## src/hdl/rhht_pkg.sv

```systemverilog
// rhht_pkg: shared types, constants and codes of the robin hood hash table
// no dependencies
package rhht_pkg;

  localparam int CAPACITY_DEF  = 1024;
  localparam int KEY_BITS_DEF  = 64;
  localparam int HASH_BITS_DEF = 32;

  localparam logic [15:0] MAX_PROBE_RST  = 16'd10;
  localparam logic [10:0] LOAD_LIMIT_RST = 11'd921;

  localparam logic [0:0] REG_MAX_PROBE  = 1'b0;
  localparam logic [0:0] REG_LOAD_LIMIT = 1'b1;

  typedef enum logic [1:0] {
    OP_INSERT = 2'd0,
    OP_UPDATE = 2'd1,
    OP_GET    = 2'd2,
    OP_REMOVE = 2'd3
  } op_t;

  typedef enum logic [2:0] {
    ST_INSERTED  = 3'd0,
    ST_UPDATED   = 3'd1,
    ST_DUPLICATE = 3'd2,
    ST_FOUND     = 3'd3,
    ST_NOT_FOUND = 3'd4,
    ST_REMOVED   = 3'd5,
    ST_FULL      = 3'd6
  } status_t;

  // controller to datapath
  typedef struct packed {
    logic clr_step;   // write empty slot at clear address
    logic load;       // latch request
    logic rd;         // restart walk from home slot for placement
    logic srch_step;  // advance search walk
    logic place_wr;   // write placement step
    logic upd_wr;     // overwrite value at walk index
    logic rm_clear;   // clear gap slot
    logic shift_wr;   // move next slot into gap
    logic gap_clr;    // empty the last gap of the shift
    logic finish;     // produce result
  } dp_cmd_t;

  // datapath to controller
  typedef struct packed {
    logic clr_done;
    logic slot_valid;
    logic slot_match;
    logic stop_early;   // dist > slot probe
    logic swap;         // carried probe > slot probe
    logic full;
    logic shift_stop;   // next slot empty or at home
    logic walk_end;     // walk ran full capacity
    logic is_mut;       // insert or update
    logic is_upd;
    logic is_get;
  } dp_sts_t;

endpackage

```

## src/hdl/rhht_ctrl.sv

```systemverilog
// rhht_ctrl: sequencer for clear, search, placement and backward shift
// depends on rhht_pkg
module rhht_ctrl (
  input  logic               clk,
  input  logic               rst_n,
  input  logic               start,
  output logic               busy,
  input  rhht_pkg::dp_sts_t  sts,
  output rhht_pkg::dp_cmd_t  cmd,
  output rhht_pkg::status_t  res_status
);
  typedef enum logic [8:0] {
    S_CLEAR = 9'b000000001,
    S_IDLE  = 9'b000000010,
    S_SRD   = 9'b000000100,
    S_SRCH  = 9'b000001000,
    S_PRD   = 9'b000010000,
    S_PLACE = 9'b000100000,
    S_SHRD  = 9'b001000000,
    S_SHIFT = 9'b010000000,
    S_DONE  = 9'b100000000
  } state_t;

  state_t state_r, state_nxt;
  rhht_pkg::status_t stat_r, stat_nxt;

  assign busy = state_r != S_IDLE;
  assign res_status = stat_r;

  always_comb begin
    state_nxt = state_r;
    stat_nxt = stat_r;
    cmd = '0;
    unique case (state_r)
      S_CLEAR: begin
        cmd.clr_step = !sts.clr_done;
        if (sts.clr_done) state_nxt = S_IDLE;
      end
      S_IDLE: begin
        if (start) begin
          cmd.load = 1'b1;
          state_nxt = S_SRD;
        end
      end
      // wait for the registered memory read
      S_SRD: state_nxt = S_SRCH;
      S_SRCH: begin
        if (sts.slot_match) begin
          cmd.srch_step = 1'b0;
          if (sts.is_mut) begin
            if (sts.is_upd) begin
              cmd.upd_wr = 1'b1;
              stat_nxt = rhht_pkg::ST_UPDATED;
            end else stat_nxt = rhht_pkg::ST_DUPLICATE;
            state_nxt = S_DONE;
          end else if (sts.is_get) begin
            stat_nxt = rhht_pkg::ST_FOUND;
            state_nxt = S_DONE;
          end else begin
            cmd.rm_clear = 1'b1;
            stat_nxt = rhht_pkg::ST_REMOVED;
            state_nxt = S_SHRD;
          end
        end else if (!sts.slot_valid || sts.stop_early || sts.walk_end) begin
          if (sts.is_mut && !sts.full) begin
            cmd.rd = 1'b1;
            stat_nxt = rhht_pkg::ST_INSERTED;
            state_nxt = S_PRD;
          end else begin
            stat_nxt = sts.is_mut ? rhht_pkg::ST_FULL : rhht_pkg::ST_NOT_FOUND;
            state_nxt = S_DONE;
          end
        end else begin
          cmd.srch_step = 1'b1;
          state_nxt = S_SRD;
        end
      end
      S_PRD: state_nxt = S_PLACE;
      S_PLACE: begin
        cmd.place_wr = 1'b1;
        state_nxt = sts.slot_valid ? S_PRD : S_DONE;
      end
      S_SHRD: state_nxt = S_SHIFT;
      S_SHIFT: begin
        if (sts.shift_stop) begin
          // the slot vacated by the last move becomes empty
          cmd.gap_clr = 1'b1;
          state_nxt = S_DONE;
        end else begin
          cmd.shift_wr = 1'b1;
          state_nxt = S_SHRD;
        end
      end
      S_DONE: begin
        cmd.finish = 1'b1;
        state_nxt = S_IDLE;
      end
      default: state_nxt = S_CLEAR;
    endcase
  end

  always_ff @(posedge clk) begin
    if (!rst_n) begin
      state_r <= S_CLEAR;
      stat_r <= rhht_pkg::ST_NOT_FOUND;
    end else begin
      state_r <= state_nxt;
      stat_r <= stat_nxt;
    end
  end

`ifndef ASSERT_OFF
  a_onehot: assert property (@(posedge clk) disable iff (!rst_n) $onehot(state_r))
    else $error("state not one-hot");
  a_finish: assert property (@(posedge clk) disable iff (!rst_n)
    cmd.finish |=> state_r == S_IDLE) else $error("finish not followed by idle");
  a_accept: assert property (@(posedge clk) disable iff (!rst_n)
    cmd.load |-> state_r == S_IDLE) else $error("request taken while busy");
`endif
endmodule

```

## config.mk

```make
export PLATFORM = sky130hd
export DESIGN_NAME = rhht_ctrl
export DESIGN_NICKNAME = d
export VERILOG_FILES = /design/src/hdl/rhht_pkg.sv /design/src/hdl/rhht_ctrl.sv
export SDC_FILE = /design/constraint.sdc
export NUM_CORES = 1
export LEC_CHECK = 0
export BUFFER_PORTS_ARGS = -buffer_cell sky130_fd_sc_hd__buf_2
export CAP_MARGIN = 10
export CORE_MARGIN = 2
export CORE_UTILIZATION = 52
export DETAILED_ROUTE_END_ITERATION = 12
export GPL_TIMING_DRIVEN = 0
export PLACE_DENSITY = 0.92
export SLEW_MARGIN = 15
export SYNTH_ARGS = -nofsm -noshare
export SYNTH_HDL_FRONTEND = slang
export SYNTH_SLANG_ARGS = --single-unit
```

## constraint.sdc

```tcl
create_clock -name clk -period 4.3 [get_ports clk]
set_clock_uncertainty 0.15 [all_clocks]
set_input_delay 0.645 -clock clk [delete_from_list [all_inputs] [get_ports clk]]
set_output_delay 0.645 -clock clk [all_outputs]
set_load 0.02 [all_outputs]
```

==> impl_metrics.json, run 1 <==
{
  "end_kind": "output port",
  "clockBufferDepth": 2,
  "slowest_stage": "nor4_4",
  "post_cts.repair.setup_buffers": 0,
  "fin_crit_sh_pct": 64.5,
  "max_cap_violations": 0,
  "finalMaxSlewViolations": 0,
  "synthTopCellsByCount": "dfxtp_1, nor2_1, nand2_1, inv_1, o21ai_0",
  "crit_arrival_ps": 1980,
  "drive_above_1_share_pct": 30.9,
  "r2r_cells": 4,
  "grt_util_met2_pct": 44.8,
  "reg2reg_from": "state_r[5]",
  "tightest_slew_ps": 707,
  "regArea_um2": 240,
  "routed_via_density": 6.25,
  "fillers": 126,
  "syn-cell-area_um2": 806,
  "cp.depth": 5,
  "cts_resized": 0,
  "num_antenna_cells": 0,
  "synth_area_leader_cell": "dfxtp_1",
  "synthMostInstantiatedCell": "dfxtp_1",
  "p_leak_nw": 0.437,
  "wl_um": 2060,
  "antenna_found_initial": 0,
  "ys_seq_area_share_pct": 29.8,
  "synth_cells": 95,
  "tritoncts": "done",
  "num_vias": 869,
  "crit_chain": "nor4_4, nand3_1, or3_1, inv_1, buf_2",
  "min_period_ps": 2780,
  "r2r_slack_ps": 2140,
  "row_count": 14,
  "finalSetupViolCount": 0,
  "syn2layout_area_growth_pct": 20.8,
  "synth_area_leaders": "dfxtp_1, nor4_4, nor2_1",
  "grtUsageMet3_pct": 3.33,
  "grt_first_pass_wirelength_um": 3380,
  "clock_latency_ps": 280,
  "synth_ff_type": "dfxtp_1",
  "synth-seq-cells": 12,
  "yosysWarnings": 0,
  "syn_area_per_cell_um2": 8.48,
  "synth_edf_count": 0,
  "async_flop_share_pct": 0,
  "ios": 28,
  "cts-root-buf": "clkbuf_4",
  "grt_start_max_net_pins": 11,
  "hold_viol_final": 0,
  "grt_busiest_layer": "met2",
  "holdPathStages": 2,
  "max-slew-margin-rel_pct": 52.5,
  "hold-path-endpoint": "res_status[2]",
  "power.density_nw_per_um2": 284,
  "first_global_vias": 800,
  "core_um2": 1470,
  "multi_input_area_um2": 520,
  "cts_hold_buf": 0,
  "critPathKind": "reg2out",
  "gp_congestion": 0.849,
  "cpLargestDelayFamily": "simple AND/OR/NAND/NOR gates",
  "die_x_um": 43.4,
  "synth.top_cell.area_share_pct": 29.8,
  "avgRoutedWirePerCell_um": 14.8,
  "critPathMaxFanout": 8,
  "grt.met1_usage_pct": 25.8,
  "htree_levels": 1,
  "outcome": "finished, final reports clean",
  "hold_class": "reg2reg",
  "hold_start": "res_status[2]",
  "numCtsBuffers": 3,
  "r2r-end": "state_r[7]",
  "power.total_mw": 0.276,
  "fin_setup_tns_ps": 0,
  "grt.overflow.total": 0,
  "peakVddDrop_mv": 0.192,
  "rsz0062_at_grt": "no",
  "die_area_um2": 1880,
  "drc_errors": 0,
  "start_kind": "register",
  "ant_nets": 0,
  "clkTransAtPathRegs_ps": 70,
  "grt_usage_pct": 24.2,
  "required_ps": 3500,
  "ys_types": 41,
  "start_util_pct": 54.8,
  "crit_buf_inv": 2,
  "fin_nets": 139,
  "fmax_ghz": 0.360,
  "fp.dieH_um": 43.4,
  "cts_num_sinks": 12,
  "final_util_pct": 66.2,
  "dp_hpwl_um": 1600,
  "slowest_delay_ps": 500,
  "drt_iter0_markers": 28,
  "synthesis.nets": 109,
  "first_pass_iters": 4,
  "io_buffers": 25
}
[state kept, by name, indices dropped and copies added (netlist names)]
signal and count:
res_status 3, state_r 9
[kinds of logic (layout without fill, tap and decap cells)]
logic type,after synthesis,count (layout),share of synthesized area [%]
muxes,1,1,1.24
xor gates and xnor gates,1,1,1.09
buffers and inverters,8,36,5.59
DFF,12,12,29.8
and+or+nand+nor,51,51,42.9
AOI/OAI and AO/OA,22,22,19.4
[layer usage]
metal	wire, µm	part of all wire [%]	up-vias
met4	59	2.9	0
met5	0	0	-
met2	1090	53	37
met3	87	4.2	7
li1	-	-	418
met1	823	40	407
[worst min-delay path, delay by kind of cell (launching register included)]
family	cells	cell delay [ps]
muxes	1	100
DFF	1	350
and+or+nand+nor	1	70
[layout by cell type, fill, tap and decap left out, types with 2 or more instances in the layout]
cell type  instances
a211o_1            2
o211ai_1           2
a21oi_1            3
nor2b_1            3
nor3_1             2
o21a_1             2
inv_1              4
o21ai_0            4
nand2b_1           2
or2b_1             2
and3_1             3
nor4_1             3
a32oi_1            2
nand3_1            2
nand2_1            6
clkbuf_4           3
nor3b_1            2
nor2_1            11
dfxtp_1           12
buf_2             25
buf_6              2
or4_4              2
o31ai_1            2
nor4_4             2
nand4_1            2
[report_power, final]
part / total (mW) / switching, mW / internal (mW) / leakage (nW)
Combinational: 0.0819 / 0.0479 / 0.0340 / 0.326
Clock: 0.0721 / 0.0396 / 0.0325 / 0.0138
Sequential: 0.122 / 0.00604 / 0.116 / 0.0972
[metrics by stage]
stage                     instances  setup slack (ps)  instance area (µm²)  hold slack [ps]
after global routing            139              1410                  973              413
after CTS                       139              1550                  973              390
final                           139              1520                  973              382
after global placement          136              1810                  951              306
after floorplan                  95              1820                  806              336
after detailed placement        136              1820                  951              362
[cell type report]
cell class	instances	area share [%]
sequential	12	24.7
inverter	5	1.93
tap	16	2.06
buffer	3	2.70
multi-input combinational	75	53.5
clock buffer	3	2.31
timing repair buffer	25	12.9
[worst max-delay path by stage]
| stage | startpoint | endpoint |
|---|---|---|
| 3_5_place_dp | sts[7] | cmd[6] |
| 5_1_grt | state_r[5] | cmd[6] |
| 2_1_floorplan | state_r[4] | cmd[0] |
| 4_1_cts | state_r[5] | cmd[6] |
| 6_report | state_r[5] | cmd[6] |
| 3_3_place_gp | sts[7] | cmd[6] |
(Power assumes the default switching activity.)
==> run 2, diff against run 1 <==
CORE_UTILIZATION = 43   (was 52)
PLACE_DENSITY = 0.82   (was 0.92)
clock period = 2.4 ns   (was 4.3 ns; I/O delays follow)
==> impl_metrics.json, run 2 (synthesis results as in run 1) <==
{
  "min_period_ps": 2420,
  "largest_reg_flops": 9,
  "share_comb_of_total_power_pct": 33.5,
  "grt_usage_pct": 21.5,
  "switchingPower_mw": 0.173,
  "final_util_pct": 61.6,
  "num_vias": 921,
  "timing.final.ws_setup_ps": -16.0,
  "wl_um": 2170,
  "finalMaxSlewViolations": 0,
  "antenna_found_initial": 0,
  "rsz0062_at_grt": "yes",
  "clock_latency_ps": 270,
  "first_global_vias": 782,
  "drive_above_1_share_pct": 39.7,
  "p_leak_nw": 0.472,
  "required_ps": 1890,
  "regArea_um2": 249,
  "final_cell_mix": "buf_2, nor2_1, buf_4, dfxtp_1, nand2_1",
  "fin_nets": 147,
  "switching_share_pct": 32.9,
  "dp_hpwl_um": 1460,
  "max-slew-margin-rel_pct": 49.9,
  "first_pass_iters": 4,
  "grt_first_pass_wirelength_um": 3350,
  "multi_input_area_um2": 539,
  "max_cap_violations": 0,
  "num_antenna_cells": 0,
  "die_x_um": 47.3,
  "cts-root-buf": "clkbuf_4",
  "outcome": "finished with violations",
  "grt_start_max_net_pins": 11,
  "clockBufferDepth": 2,
  "fp.dieH_um": 47.3,
  "violations": "negative setup slack",
  "fmax_ghz": 0.414,
  "drc_errors": 0,
  "clkTransAtPathRegs_ps": 70,
  "syn2layout_area_growth_pct": 33.4,
  "start_util_pct": 46.2,
  "finalSetupViolCount": 1,
  "fin_crit_sh_pct": 101,
  "regMostFlops": "state_r",
  "ios": 28,
  "hold_viol_final": 0,
  "final_common_cell": "buf_2",
  "p_seq_share_pct": 42.6,
  "core_um2": 1750,
  "pwr-share-clk_pct": 23.9,
  "io_buffers": 25,
  "numCtsBuffers": 3,
  "routed_via_density": 5.90,
  "ant_nets": 0,
  "power.density_nw_per_um2": 489,
  "drt_iter0_markers": 34,
  "fin_setup_tns_ps": -16.0,
  "cts_num_sinks": 12,
  "hold_class": "in2reg",
  "peakVddDrop_mv": 0.318,
  "p_int_mw": 0.352,
  "cts_hold_buf": 0,
  "grt.overflow.total": 0,
  "row_count": 15,
  "start_kind": "register",
  "tightest_slew_ps": 745,
  "critPathKind": "reg2out",
  "die_area_um2": 2240,
  "fillers": 142,
  "critPathMaxFanout": 4,
  "end_kind": "output port",
  "crit_arrival_ps": 1910,
  "avgRoutedWirePerCell_um": 13.9,
  "gp_congestion": 0.815,
  "tritoncts": "done",
  "htree_levels": 1
}
[run 2: cell count changes in the layout (fill, tap and decap cells not counted), sizes merged]
cell	delta
buf	+8
[run 2: routing by layer]
metal / GRT usage, % / vias up / routed length (µm)
li1: - / 432 / -
met5: 0 / - / 0
met2: 36.2 / 45 / 1110
met4: 8.33 / 0 / 45
met3: 2.31 / 7 / 127
met1: 27.8 / 437 / 883
[run 2: critical path, stage by stage, from the launching register on]
cell	delay, ps
dfxtp_4	360
or4_4	570
nor4_4	340
and3b_1	240
buf_6	130
[run 2: path summary, 6_finish.rpt]
check           startpoint            end  slack [ps]  depth (start not counted)
max reg2reg     state_r[4]     state_r[3]         300                          5
min reg2reg  res_status[2]  res_status[2]         340                          2
max             state_r[1]         cmd[2]         -20                          4
min                  rst_n  res_status[2]         170                          2
[run 2: what timing repair did]
action                                  4_1_cts  5_1_grt
pin swaps                                     1        5
buffers inserted                              3        6
gates resized for setup                       0       11
endpoints found under the setup margin        1        5
[run 2: layout make-up]
cell class	count	share of cell area, %
plain buffers	2	1.40
clock buffers	3	2.10
inverters	5	1.75
multi-input cells	75	50.2
flip-flops and latches	12	23.2
well taps	25	2.91
repair buffers	34	18.5
[run 2: metrics by stage]
| step | setup WS (ps) | hold WS [ps] | area, µm² | std cells | power [mW] |
|---|---|---|---|---|---|
| after detailed placement | 258 | 313 | 962 | 145 | 0.366 |
| after CTS | 31.6 | 179 | 1010 | 151 | 0.487 |
| final | -16.0 | 174 | 1070 | 156 | 0.525 |
| after global routing | -66.5 | 189 | 1070 | 156 | 0.549 |
| after floorplan | 210 | 272 | 806 | 95 | 0.325 |
| after global placement | 273 | 308 | 962 | 145 | 0.359 |
[run 2: power groups by stage]
stage	logic, mW	registers (mW)	clock network (mW)
after global placement	0.138	0.222	0
after detailed placement	0.143	0.223	0
final	0.176	0.224	0.125
after global routing	0.190	0.225	0.133
after CTS	0.144	0.218	0.125
after floorplan	0.105	0.220	0
==> run 3, diff against run 2 <==
--- a/config.mk
+++ b/config.mk
@@ -12,5 +12,5 @@
 export DETAILED_ROUTE_END_ITERATION = 12
 export GPL_TIMING_DRIVEN = 0
-export PLACE_DENSITY = 0.82
+export PLACE_DENSITY = 0.73
 export SLEW_MARGIN = 15
 export SYNTH_ARGS = -nofsm -noshare
==> constraint.sdc (replaced) <==
create_clock -name clk -period 2.4 [get_ports clk]
set_clock_uncertainty 0.15 [all_clocks]
set_input_delay 0.48 -clock clk [delete_from_list [all_inputs] [get_ports clk]]
set_output_delay 0.48 -clock clk [all_outputs]
set_load 0.02 [all_outputs]
==> impl_metrics.json, run 3 (synthesis results as in run 1) <==
{
  "ios": 28,
  "fin_setup_tns_ps": -89.3,
  "wl_um": 2320,
  "drive_above_1_share_pct": 48.9,
  "r2r-end": "state_r[3]",
  "avgRoutedWirePerCell_um": 14.1,
  "timing.final.ws_setup_ps": -43.5,
  "dp_hpwl_um": 1510,
  "first_global_vias": 725,
  "critPathKind": "reg2out",
  "stdcell_area_um2": 1200,
  "cts_num_sinks": 12,
  "violations": "negative setup slack",
  "max-slew-margin-rel_pct": 54.5,
  "fin_crit_sh_pct": 102,
  "required_ps": 1770,
  "power.density_nw_per_um2": 464,
  "tightest_slew_ps": 676,
  "hold_start": "rst_n",
  "p_leak_nw": 0.527,
  "num_antenna_cells": 0,
  "fin_nets": 154,
  "antenna_found_initial": 0,
  "rsz0062_at_grt": "yes",
  "finalMaxSlewViolations": 0,
  "start_util_pct": 46.2,
  "routed_via_density": 5.54,
  "start_kind": "register",
  "hold_class": "in2reg",
  "io_buffers": 25,
  "reg2reg_from": "state_r[5]",
  "holdPathStages": 2,
  "drc_errors": 0,
  "worst_hold_slack_ps": 294,
  "die_x_um": 47.3,
  "num_vias": 909,
  "final_util_pct": 68.7,
  "grt.overflow.total": 0,
  "cts-root-buf": "clkbuf_4",
  "ant_nets": 0,
  "hold-path-endpoint": "res_status[2]",
  "grt_start_max_net_pins": 11,
  "row_count": 15,
  "fin_cells": 164,
  "hold_viol_final": 0,
  "grt_usage_pct": 20.6,
  "numCtsBuffers": 3,
  "die_area_um2": 2240,
  "fp.dieH_um": 47.3,
  "p_int_mw": 0.377,
  "final_common_cell": "buf_4",
  "r2r_cells": 5,
  "drt_iter0_markers": 28,
  "clockBufferDepth": 2,
  "switching_share_pct": 32.3,
  "core_um2": 1750,
  "placed_cells_incl_taps": 145,
  "critPathMaxFanout": 6,
  "fmax_ghz": 0.409,
  "grt_first_pass_wirelength_um": 3170,
  "gp_congestion": 0.772,
  "first_pass_iters": 6,
  "end_kind": "output port",
  "largest_reg_flops": 9,
  "htree_levels": 1,
  "r2r_slack_ps": 370,
  "peakVddDrop_mv": 0.439,
  "finalSetupViolCount": 4,
  "final_cell_mix": "buf_4, buf_2, nor2_1, dfxtp_1, nand2_1",
  "clock_latency_ps": 280,
  "share_comb_of_total_power_pct": 29.9,
  "switchingPower_mw": 0.180,
  "p_seq_share_pct": 41.1,
  "clkTransAtPathRegs_ps": 80,
  "min_period_ps": 2440,
  "tritoncts": "done",
  "max_cap_violations": 0,
  "outcome": "finished with violations",
  "crit_arrival_ps": 1810,
  "regMostFlops": "state_r",
  "syn2layout_area_growth_pct": 48.8,
  "pwr-share-clk_pct": 28.9,
  "placed_area_um2": 962
}
[run 3: changes by cell type in the layout (fill, tap and decap cells not counted), sizes merged]
cell	before	now
buf	35	42
clkbuf	4	5
[run 3: power by group through the flow]
stage	Clock, mW	Combinational (mW)	Sequential (mW)
6_report	0.161	0.167	0.229
5_1_grt	0.173	0.182	0.231
4_1_cts	0.162	0.160	0.218
3_5_place_dp	0	0.141	0.222
3_3_place_gp	0	0.137	0.222
2_1_floorplan	0	0.105	0.220
[run 3: worst max-delay path by stage]
| stage | from | endpoint | depth (start not counted) |
|---|---|---|---|
| final | state_r[5] | cmd[0] | 5 |
| after global routing | state_r[4] | cmd[0] | 5 |
| after CTS | state_r[1] | cmd[2] | 5 |
| after detailed placement | state_r[5] | cmd[6] | 5 |
| after global placement | state_r[4] | cmd[6] | 5 |
| after floorplan | state_r[4] | cmd[0] | 3 |
[run 3: critical path, cell delays in order (launching register included)]
cell,delay [ps]
dfxtp_4,380
nor4_4,390
buf_4,200
nand2_4,60
nor4b_1,290
buf_2,230
[run 3: final cells by class]
cell class                 instances  area [µm²]
buffer                             2        15.0
clock buffer                       4        36.3
fill                             149         547
inverter                           5        18.8
multi-input combinational         75         574
sequential                        12         255
tap                               25        31.3
timing repair buffer              41         268
[run 3: what timing repair did]
action,4_1_cts,5_1_grt
setup endpoints to repair,8,10
pin swaps,2,5
gates resized for setup,8,21
setup buffers,7,9
hold buffers,0,0
endpoints found under the hold margin,0,0
[run 3: per-layer routing]
layer  share of wire, %  global-route usage (%)  vias up
li1                   -                       -      449
met1                 42                    23.3      430
met2                 53                    36.2       26
met3                4.4                    6.15        4
met4               0.82                    7.22        0
met5                  0                       0        -
[run 3: per-stage QoR]
stage / total power, mW / setup slack, ps
after floorplan: 0.325 / 89.6
after global placement: 0.360 / 149
after detailed placement: 0.364 / 131
after CTS: 0.540 / -45.3
after global routing: 0.585 / -94.8
final: 0.557 / -43.5
